==> src/trl_pkg.sv <==
// Shared types and constants for the transmit rate limiter.
package trl_pkg;

    // Fixed field widths.
    localparam int TIME_BITS = 48;
    localparam int CFG_W     = 32;
    localparam int LIMIT_W   = 6;
    localparam int STATUS_W  = 3;
    localparam int INDEX_W   = 3;

    // Configuration register indexes.
    localparam logic [INDEX_W-1:0] REG_FIRE_GAP    = 3'd0;
    localparam logic [INDEX_W-1:0] REG_CONTROL_GAP = 3'd1;
    localparam logic [INDEX_W-1:0] REG_WINDOW      = 3'd2;
    localparam logic [INDEX_W-1:0] REG_LOCKOUT     = 3'd3;
    localparam logic [INDEX_W-1:0] REG_FIRE_LIMIT  = 3'd4;

    // Configuration reset values.
    localparam logic [CFG_W-1:0]   FIRE_GAP_RESET    = 32'd1000;
    localparam logic [CFG_W-1:0]   CONTROL_GAP_RESET = 32'd6000;
    localparam logic [CFG_W-1:0]   WINDOW_RESET      = 32'd60000;
    localparam logic [CFG_W-1:0]   LOCKOUT_RESET     = 32'd2000;
    localparam logic [LIMIT_W-1:0] FIRE_LIMIT_RESET  = 6'd30;

    // Result status codes.
    localparam logic [STATUS_W-1:0] STATUS_SENT     = 3'd0;
    localparam logic [STATUS_W-1:0] STATUS_LOCKOUT  = 3'd1;
    localparam logic [STATUS_W-1:0] STATUS_TOO_SOON = 3'd2;
    localparam logic [STATUS_W-1:0] STATUS_WFULL    = 3'd3;
    localparam logic [STATUS_W-1:0] STATUS_FRAME    = 3'd4;

    // Input item kinds.
    localparam logic FUNC_SEND  = 1'b0;
    localparam logic FUNC_FRAME = 1'b1;

    // Input beat.
    typedef struct packed {
        logic                 func;
        logic [TIME_BITS-1:0] now;
        logic                 is_fire;
    } trl_in_t;

    // Output beat.
    typedef struct packed {
        logic                granted;
        logic [STATUS_W-1:0] status;
        logic [LIMIT_W-1:0]  fires_in_window;
    } trl_out_t;

    // Request to the shared add/subtract/compare unit.
    typedef struct packed {
        logic                 sub;
        logic [TIME_BITS-1:0] a;
        logic [TIME_BITS-1:0] b;
        logic [CFG_W-1:0]     lim;
    } trl_alu_req_t;

    // Result of the shared unit.
    typedef struct packed {
        logic [TIME_BITS-1:0] sum;
        logic                 carry;
        logic                 lt;
    } trl_alu_res_t;

    // Fire timestamp queue controls.
    typedef struct packed {
        logic push;
        logic pop;
    } trl_fifo_ctl_t;

endpackage

==> src/trl_alu.sv <==
// Shared add/subtract unit with a compare of the result against a limit.
module trl_alu
    import trl_pkg::*;
(
    input  trl_alu_req_t req,
    output trl_alu_res_t res
);

    logic [TIME_BITS-1:0] b_eff;
    logic [TIME_BITS:0]   total;

    // Subtraction is a + ~b + 1; the carry out is the "no borrow" flag.
    assign b_eff = req.sub ? ~req.b : req.b;
    assign total = {1'b0, req.a} + {1'b0, b_eff} + (TIME_BITS + 1)'(req.sub);

    // Compare the low bits of the result against the zero-extended limit.
    assign res.sum   = total[TIME_BITS-1:0];
    assign res.carry = total[TIME_BITS];
    assign res.lt    = total[TIME_BITS-1:0] < TIME_BITS'(req.lim);

endmodule

==> src/trl_fifo.sv <==
// Circular queue of granted fire timestamps with a registered head read.
module trl_fifo
    import trl_pkg::*;
#(
    parameter int DEPTH = 32,
    parameter int CNT_W = 6
)
(
    input  logic                 clk,
    input  logic                 rst_n,
    input  trl_fifo_ctl_t        ctl,
    input  logic [TIME_BITS-1:0] push_data,
    output logic [TIME_BITS-1:0] head_data,
    output logic [CNT_W-1:0]     count
);

    localparam int PTR_W = (DEPTH > 1) ? $clog2(DEPTH) : 1;

    logic [TIME_BITS-1:0] mem [DEPTH];
    logic [PTR_W-1:0]     head_reg;
    logic [PTR_W-1:0]     head_next;
    logic [PTR_W-1:0]     tail_reg;
    logic [PTR_W-1:0]     tail_next;
    logic [CNT_W-1:0]     count_reg;
    logic [CNT_W-1:0]     count_next;
    logic [TIME_BITS-1:0] rd_data_reg;

    // Pointer and occupancy updates with wrap at the queue depth.
    always_comb
    begin
        head_next  = head_reg;
        tail_next  = tail_reg;
        count_next = count_reg;
        if (ctl.pop)
        begin
            head_next = (head_reg == PTR_W'(DEPTH - 1)) ? '0 : head_reg + 1'b1;
        end
        if (ctl.push)
        begin
            tail_next = (tail_reg == PTR_W'(DEPTH - 1)) ? '0 : tail_reg + 1'b1;
        end
        if (ctl.push && !ctl.pop)
        begin
            count_next = count_reg + 1'b1;
        end
        else if (ctl.pop && !ctl.push)
        begin
            count_next = count_reg - 1'b1;
        end
    end

    always_ff @(posedge clk or negedge rst_n)
    begin
        if (!rst_n)
        begin
            head_reg  <= '0;
            tail_reg  <= '0;
            count_reg <= '0;
        end
        else
        begin
            head_reg  <= head_next;
            tail_reg  <= tail_next;
            count_reg <= count_next;
        end
    end

    // Storage: write at the tail, registered read at the head.
    always_ff @(posedge clk)
    begin
        if (ctl.push)
        begin
            mem[tail_reg] <= push_data;
        end
        rd_data_reg <= mem[head_reg];
    end

    assign head_data = rd_data_reg;
    assign count     = count_reg;

    // A pop needs a held entry.
    a_pop_nonempty: assert property (@(posedge clk) disable iff (!rst_n)
        ctl.pop |-> count_reg != '0)
        else $error("fire queue popped while empty");

    // A push needs a free entry.
    a_push_room: assert property (@(posedge clk) disable iff (!rst_n)
        ctl.push |-> count_reg < CNT_W'(DEPTH))
        else $error("fire queue pushed while full");

endmodule

==> src/transmit_rate_limiter_core.sv <==
// The sequencer steps a frame through S_FRAME and a send through S_LOCK and, unless locked
// out, S_GAP; a fire send that passes the gap check with timestamps held then takes S_EXP_RD
// and S_EXP_CHK per timestamp examined. S_DONE loads the result beat into the output register.
// One item at a time: a new item is taken only in S_IDLE; S_DONE waits on an untaken result.
// Reset clears configuration to defaults, lockout and last-send times, and the fire count;
// queue storage is not cleared and is only read below the count.
module transmit_rate_limiter_core
    import trl_pkg::*;
#(
    parameter int MAX_FIRES = 32
)
(
    input  logic               clk,
    input  logic               rst_n,
    input  logic               in_valid,
    output logic               in_ready,
    input  trl_in_t            in_data,
    output logic               out_valid,
    input  logic               out_ready,
    output trl_out_t           out_data,
    input  logic               cfg_valid,
    output logic               cfg_ready,
    input  logic [INDEX_W-1:0] cfg_index,
    input  logic [CFG_W-1:0]   cfg_data
);

    localparam int CNT_W = $clog2(MAX_FIRES + 1);
    localparam int LIM_W = (CNT_W > LIMIT_W) ? CNT_W : LIMIT_W;

    typedef enum logic [6:0] {
        S_IDLE    = 7'b0000001,
        S_FRAME   = 7'b0000010,
        S_LOCK    = 7'b0000100,
        S_GAP     = 7'b0001000,
        S_EXP_RD  = 7'b0010000,
        S_EXP_CHK = 7'b0100000,
        S_DONE    = 7'b1000000
    } state_t;

    state_t               state_reg;
    state_t               state_next;
    trl_in_t              in_reg;
    logic [STATUS_W-1:0]  status_reg;
    logic [STATUS_W-1:0]  status_next;
    logic [TIME_BITS-1:0] lockout_until_reg;
    logic [TIME_BITS-1:0] lockout_until_next;
    logic [TIME_BITS-1:0] last_send_reg;
    logic [TIME_BITS-1:0] last_send_next;
    logic [CFG_W-1:0]     fire_gap_reg;
    logic [CFG_W-1:0]     control_gap_reg;
    logic [CFG_W-1:0]     window_reg;
    logic [CFG_W-1:0]     lockout_reg;
    logic [LIMIT_W-1:0]   fire_limit_reg;
    logic                 out_valid_reg;
    trl_out_t             out_data_reg;

    trl_alu_req_t         alu_req;
    trl_alu_res_t         alu_res;
    trl_fifo_ctl_t        fifo_ctl;
    logic [TIME_BITS-1:0] head_data;
    logic [CNT_W-1:0]     fire_count;

    logic                 in_fire;
    logic                 load_out;
    logic [LIM_W-1:0]     limit;
    logic                 window_full;
    logic [STATUS_W-1:0]  final_status;
    logic                 grant;
    logic [LIM_W-1:0]     fires_after;
    trl_out_t             out_next;

    assign in_fire   = in_valid && in_ready;
    assign in_ready  = (state_reg == S_IDLE);
    assign cfg_ready = 1'b1;
    assign load_out  = (state_reg == S_DONE) && (!out_valid_reg || out_ready);

    // Configuration registers; unknown indexes are ignored.
    always_ff @(posedge clk or negedge rst_n)
    begin
        if (!rst_n)
        begin
            fire_gap_reg    <= FIRE_GAP_RESET;
            control_gap_reg <= CONTROL_GAP_RESET;
            window_reg      <= WINDOW_RESET;
            lockout_reg     <= LOCKOUT_RESET;
            fire_limit_reg  <= FIRE_LIMIT_RESET;
        end
        else if (cfg_valid && cfg_ready)
        begin
            case (cfg_index)
                REG_FIRE_GAP:    fire_gap_reg    <= cfg_data;
                REG_CONTROL_GAP: control_gap_reg <= cfg_data;
                REG_WINDOW:      window_reg      <= cfg_data;
                REG_LOCKOUT:     lockout_reg     <= cfg_data;
                REG_FIRE_LIMIT:  fire_limit_reg  <= cfg_data[LIMIT_W-1:0];
                default:         ;
            endcase
        end
    end

    // Operand selection for the shared unit, by sequencer step.
    always_comb
    begin
        alu_req.sub = 1'b1;
        alu_req.a   = in_reg.now;
        alu_req.b   = lockout_until_reg;
        alu_req.lim = window_reg;
        case (state_reg)
            S_FRAME:
            begin
                alu_req.sub = 1'b0;
                alu_req.b   = TIME_BITS'(lockout_reg);
            end
            S_GAP:
            begin
                alu_req.b   = last_send_reg;
                alu_req.lim = in_reg.is_fire ? fire_gap_reg : control_gap_reg;
            end
            S_EXP_CHK:
            begin
                alu_req.b = head_data;
            end
            default: ;
        endcase
    end

    trl_alu u_alu (
        .req (alu_req),
        .res (alu_res)
    );

    // Window-full decision and the result beat.
    always_comb
    begin
        limit        = (LIM_W'(fire_limit_reg) > LIM_W'(MAX_FIRES)) ?
                       LIM_W'(MAX_FIRES) : LIM_W'(fire_limit_reg);
        window_full  = LIM_W'(fire_count) >= limit;
        final_status = status_reg;
        if (status_reg == STATUS_SENT && in_reg.is_fire && window_full)
        begin
            final_status = STATUS_WFULL;
        end
        grant        = (final_status == STATUS_SENT);
        fires_after  = LIM_W'(fire_count) + LIM_W'(grant && in_reg.is_fire);
        out_next.granted         = grant;
        out_next.status          = final_status;
        out_next.fires_in_window = fires_after[LIMIT_W-1:0];
    end

    // Sequencer: one check per cycle through the shared unit, bar queue-read waits and stalls.
    always_comb
    begin
        state_next         = state_reg;
        status_next        = status_reg;
        lockout_until_next = lockout_until_reg;
        last_send_next     = last_send_reg;
        fifo_ctl.push      = 1'b0;
        fifo_ctl.pop       = 1'b0;
        case (state_reg)
            S_IDLE:
            begin
                if (in_fire)
                begin
                    status_next = STATUS_SENT;
                    state_next  = (in_data.func == FUNC_FRAME) ? S_FRAME : S_LOCK;
                end
            end
            S_FRAME:
            begin
                status_next = STATUS_FRAME;
                if (in_reg.is_fire)
                begin
                    lockout_until_next = alu_res.carry ? '1 : alu_res.sum;
                end
                state_next = S_DONE;
            end
            S_LOCK:
            begin
                // No carry out of now - lockout_until means now is still inside it.
                if (!alu_res.carry)
                begin
                    status_next = STATUS_LOCKOUT;
                    state_next  = S_DONE;
                end
                else
                begin
                    state_next = S_GAP;
                end
            end
            S_GAP:
            begin
                if (last_send_reg != '0 && alu_res.lt)
                begin
                    status_next = STATUS_TOO_SOON;
                    state_next  = S_DONE;
                end
                else if (in_reg.is_fire && fire_count != '0)
                begin
                    state_next = S_EXP_RD;
                end
                else
                begin
                    state_next = S_DONE;
                end
            end
            S_EXP_RD:
            begin
                // Wait for the head entry to come out of the queue storage.
                state_next = S_EXP_CHK;
            end
            S_EXP_CHK:
            begin
                if (!alu_res.lt)
                begin
                    fifo_ctl.pop = 1'b1;
                    state_next   = (fire_count == CNT_W'(1)) ? S_DONE : S_EXP_RD;
                end
                else
                begin
                    state_next = S_DONE;
                end
            end
            S_DONE:
            begin
                if (load_out)
                begin
                    if (grant)
                    begin
                        last_send_next = in_reg.now;
                        fifo_ctl.push  = in_reg.is_fire;
                    end
                    state_next = S_IDLE;
                end
            end
            default:
            begin
                state_next = S_IDLE;
            end
        endcase
    end

    always_ff @(posedge clk or negedge rst_n)
    begin
        if (!rst_n)
        begin
            state_reg         <= S_IDLE;
            status_reg        <= STATUS_SENT;
            lockout_until_reg <= '0;
            last_send_reg     <= '0;
        end
        else
        begin
            state_reg         <= state_next;
            status_reg        <= status_next;
            lockout_until_reg <= lockout_until_next;
            last_send_reg     <= last_send_next;
        end
    end

    // Accepted item is held for the whole sequence.
    always_ff @(posedge clk)
    begin
        if (in_fire)
        begin
            in_reg <= in_data;
        end
    end

    trl_fifo #(
        .DEPTH (MAX_FIRES),
        .CNT_W (CNT_W)
    ) u_fifo (
        .clk       (clk),
        .rst_n     (rst_n),
        .ctl       (fifo_ctl),
        .push_data (in_reg.now),
        .head_data (head_data),
        .count     (fire_count)
    );

    // Output register parts the result from the sequencer.
    always_ff @(posedge clk or negedge rst_n)
    begin
        if (!rst_n)
        begin
            out_valid_reg <= 1'b0;
        end
        else if (load_out)
        begin
            out_valid_reg <= 1'b1;
        end
        else if (out_ready)
        begin
            out_valid_reg <= 1'b0;
        end
    end

    always_ff @(posedge clk)
    begin
        if (load_out)
        begin
            out_data_reg <= out_next;
        end
    end

    assign out_valid = out_valid_reg;
    assign out_data  = out_data_reg;

    // Only one item is in the sequencer at a time.
    a_one_item: assert property (@(posedge clk) disable iff (!rst_n)
        in_fire |=> !in_ready)
        else $error("second item accepted while one is in progress");

    // A granted result records the item's time as the last send.
    a_last_send: assert property (@(posedge clk) disable iff (!rst_n)
        (load_out && grant) |=> last_send_reg == $past(in_reg.now))
        else $error("granted send did not record its time");

    // A frame never yields a grant.
    a_frame_no_grant: assert property (@(posedge clk) disable iff (!rst_n)
        (load_out && in_reg.func == FUNC_FRAME) |-> (!grant && final_status == STATUS_FRAME))
        else $error("frame produced a grant or wrong status");

    // Held fire count stays within the queue depth.
    a_count_bound: assert property (@(posedge clk) disable iff (!rst_n)
        fire_count <= CNT_W'(MAX_FIRES))
        else $error("fire count beyond queue depth");

endmodule

==> config.mk <==
export PLATFORM = sky130hd
export DESIGN_NAME = transmit_rate_limiter_core
export DESIGN_NICKNAME = d
export VERILOG_FILES = /design/src/trl_pkg.sv /design/src/trl_alu.sv /design/src/trl_fifo.sv /design/src/transmit_rate_limiter_core.sv
export SDC_FILE = /design/constraint.sdc
export NUM_CORES = 2
export LEC_CHECK = 0
export BUFFER_PORTS_ARGS = -buffer_cell sky130_fd_sc_hd__buf_2
export CORE_MARGIN = 10
export CORE_UTILIZATION = 45
export DETAILED_ROUTE_END_ITERATION = 10
export GPL_TIMING_DRIVEN = 0
export PLACE_DENSITY_LB_ADDON = 0.3
export SLEW_MARGIN = 5
export SYNTH_ARGS = -nofsm -noshare
export SYNTH_HDL_FRONTEND = slang
export SYNTH_SLANG_ARGS = --single-unit
==> constraint.sdc <==
create_clock -name clk -period 22.1 [get_ports clk]
set_input_delay 4.42 -clock clk [delete_from_list [all_inputs] [get_ports clk]]
set_output_delay 4.42 -clock clk [all_outputs]
set_load 0.005 [all_outputs]
==> reports/metrics.csv <==
metric,value,unit
largest_register,u_fifo.mem,
portBuffers,101,
p_per_area,109,mW/mm2
clock_latency,0.84,ns
largest_reg_flops,1536,
fin_nets,4459,
internal_power,6750,uW
cts_setup_buffers,0,
fin_tns_setup,0,ns
cp.arrival,10.81,ns
ir_worst_vdd,0.0754,mV
initial_core_util,0.453,
area_growth,14.8,%
finalCritPeriodShare,0.457,
tightest_slew,1.40,ns
hp-start,lockout_until_reg[21]$_DFFE_PN0P_,
status,"finished, final reports clean",
ff2ff_setup_slack,12.01,ns
grt_overflow_total,0,
holdPathEnd,lockout_until_reg[21]$_DFFE_PN0P_,
num_rows,151,
critPathSlowestCell,a21oi_1,
drive_gt1_frac,0.288,
fp.coreArea,0.169,mm2
setup_ws,12.01,ns
max_cap_violations,0,
synthTopCellsByArea,"edfxtp_1 (62%), mux4_2 (14%), dfrtp_1 (7.4%)",
grt_start_max_net_pins,95,
fp.dieW,433,um
syn_inst,3901,
rr_startpoint,state_reg[1]$_DFFE_PN0P_,
clk_pin_slew,0.06,ns
synth_nets,4090,
power_leakage,0.0285,uW
synth_edf_count,1595,
num_io_pins,103,
regArea,0.0553,mm2
dr.first_iter.drc_count,4098,
end_kind,flip-flop,
die_y,433,um
cts.hold.buffers_added,0,
synth.most_common_cell,edfxtp_1,
wl_per_cell,30.1,um
post_drt_via_cell_ratio,5.99,
synth_ff_type,edfxtp_1,
cts_resized,0,
synth_top_area_frac,0.624,
period_needed,10.09,ns
p_sw,2890,uW
cts_sinks,1900,
drc,0,
drtPass1Iterations,8,
reg2reg_to,u_fifo.count[4]$_DFFE_PN0P_,
p_seq_frac,0.469,
vias,39900,
fmaxAchievable,0.0991,GHz
dp_hpwl,141000,um
tritoncts,yes,
grt_antenna_before_repair,10,
drtAntennaViolNets,0,
fillCellCount,13300,
required,22.82,ns
whs_path_depth,2,
finalMaxSlewViolations,0,
synth_top_cell_by_area,edfxtp_1,
rsz0062_at_grt,no,
critPathLaunchType,flip-flop,
yosys_warnings,0,
synth_common_cells,"edfxtp_1 (1,595), mux4_2 (480), mux2_2 (261), dfrtp_1 (226), nor2_1 (190)",
slew_headroom,0.0649,
cts_buffers,188,
crit_fanout,10,
htree_levels,4,
grtUsageTotal,0.213,
place_congestion,0.867,
pwr-share-comb,0.206,
grt_pass1_wl,291000,um
syn_area_per_cell,19.7,um2
grt_pass1_vias,41400,
cts_root_buffer,clkbuf_16,
finClkSkew,0.0621,ns
swShare,0.300,
setup_violations,0,
yosysSeqAreaShare,0.721,
critPathKind,reg2reg,
reg2regPathDepth,32,
synthesis.area,0.0767,mm2
synth-seq-cells,1900,
dp.cells,6287,
crit_path_max_incr_delay,0.70,ns
pwr-share-clk,0.325,
place_ws,11.99,ns
final_cells,6654,
hold_viol_final,0,
hold_path.class,reg2reg,
multi_input_area,0.0208,mm2
async_reset_ff_frac,0.135,
die_area,0.187,mm2
synth_cell_types,84,
p_total,9640,uW
cts.path.max_buffers,3,
whs,0.477,ns
wirelength,201000,um
==> area by class of cell <==
class                   count  share of cell area
flip-flops and latches   1900               0.628
well taps                2218              0.0315
repair buffers            179              0.0254
clock buffers             257              0.0584
multi-input cells        1782               0.236
inverters                  22            0.000937
plain buffers             197             0.00865
clock inverters            97              0.0106
diodes                      2           0.0000568
==> power groups by stage <==
stage	sequential (uW)	combinational, uW	clock [uW]
2_1_floorplan	4470	1290	0
3_3_place_gp	4610	1900	0
3_5_place_dp	4630	1920	0
4_1_cts	4560	1930	3180
5_1_grt	4570	2160	3330
6_report	4530	1980	3140
==> routing by layer <==
| layer | share of wire | global-route usage |
|---|---|---|
| met3 | 0.074 | 0.0390 |
| met1 | 0.41 | 0.286 |
| met5 | 0.000080 | 0 |
| met4 | 0.029 | 0.0623 |
| met2 | 0.49 | 0.357 |
==> per-stage QoR <==
stage	util	cell area, um2
6_report	0.520	88100
5_1_grt	0.520	88100
4_1_cts	0.518	87800
3_5_place_dp	0.482	81700
3_3_place_gp	0.472	80000
2_1_floorplan	-	76700
==> logic make-up (layout without fill, tap and decap cells) <==
logic type	Yosys count	in the layout	share of synthesized area
simple gates	447	447	0.0275
fa+ha+maj	99	99	0.0162
xor+xnor	53	53	0.00605
other cells	1	3	0.0000489
flops	1900	1900	0.721
buf+inv	219	752	0.0109
compound gates	404	404	0.0343
mux	778	778	0.184
==> critical path, delay by kind of cell (launching register included) <==
family,cells,cell delay [ns]
AO/OA/AOI/OAI,12,3.63
XOR/XNOR,2,0.46
adder cells (fa/ha/maj),3,0.96
buffers and inverters,5,1.54
flip-flops,1,0.38
multiplexers,1,0.31
AND/OR/NAND/NOR,9,2.70
==> how the worst max path moves through the flow <==
stage / to / start
floorplan: u_fifo.mem[15][0]$_DFFE_PP_ / out_ready
detailed placement: u_fifo.count[4]$_DFFE_PN0P_ / state_reg[1]$_DFFE_PN0P_
finish: u_fifo.count[4]$_DFFE_PN0P_ / state_reg[1]$_DFFE_PN0P_
CTS: u_fifo.count[4]$_DFFE_PN0P_ / state_reg[1]$_DFFE_PN0P_
global route: u_fifo.count[4]$_DFFE_PN0P_ / state_reg[1]$_DFFE_PN0P_
global placement: u_fifo.mem[20][22]$_DFFE_PP_ / out_ready
==> layout by cell type (no fill, tap or decap), types with 12 or more instances in the layout <==
cell type | netlist | routed
edfxtp_1 | 1595 | 1595
mux4_2 | 480 | 480
mux2_2 | 261 | 261
dfrtp_1 | 226 | 226
clkbuf_1 | 163 | 212
clkbuf_16 | 0 | 189
a21oi_1 | 160 | 160
nor2_1 | 190 | 158
buf_2 | 1 | 103
ha_1 | 98 | 98
nand2_1 | 92 | 92
o21ai_0 | 61 | 61
buf_12 | 0 | 57
dfxtp_1 | 48 | 48
mux2i_1 | 34 | 34
clkinv_1 | 1 | 34
xnor2_1 | 33 | 33
nor2_4 | 0 | 32
a222oi_1 | 31 | 31
dfstp_2 | 31 | 31
clkinv_2 | 0 | 29
nand4_1 | 27 | 27
buf_1 | 31 | 26
a21o_1 | 23 | 23
nand3_1 | 22 | 22
nor4_1 | 21 | 21
inv_1 | 21 | 21
buf_16 | 0 | 21
xor2_1 | 20 | 20
nor3_1 | 18 | 18
a31oi_1 | 18 | 18
a221o_1 | 18 | 18
clkbuf_8 | 0 | 16
and3_1 | 13 | 13
nor2b_1 | 12 | 12
Power figures use the tool's default switching activity.
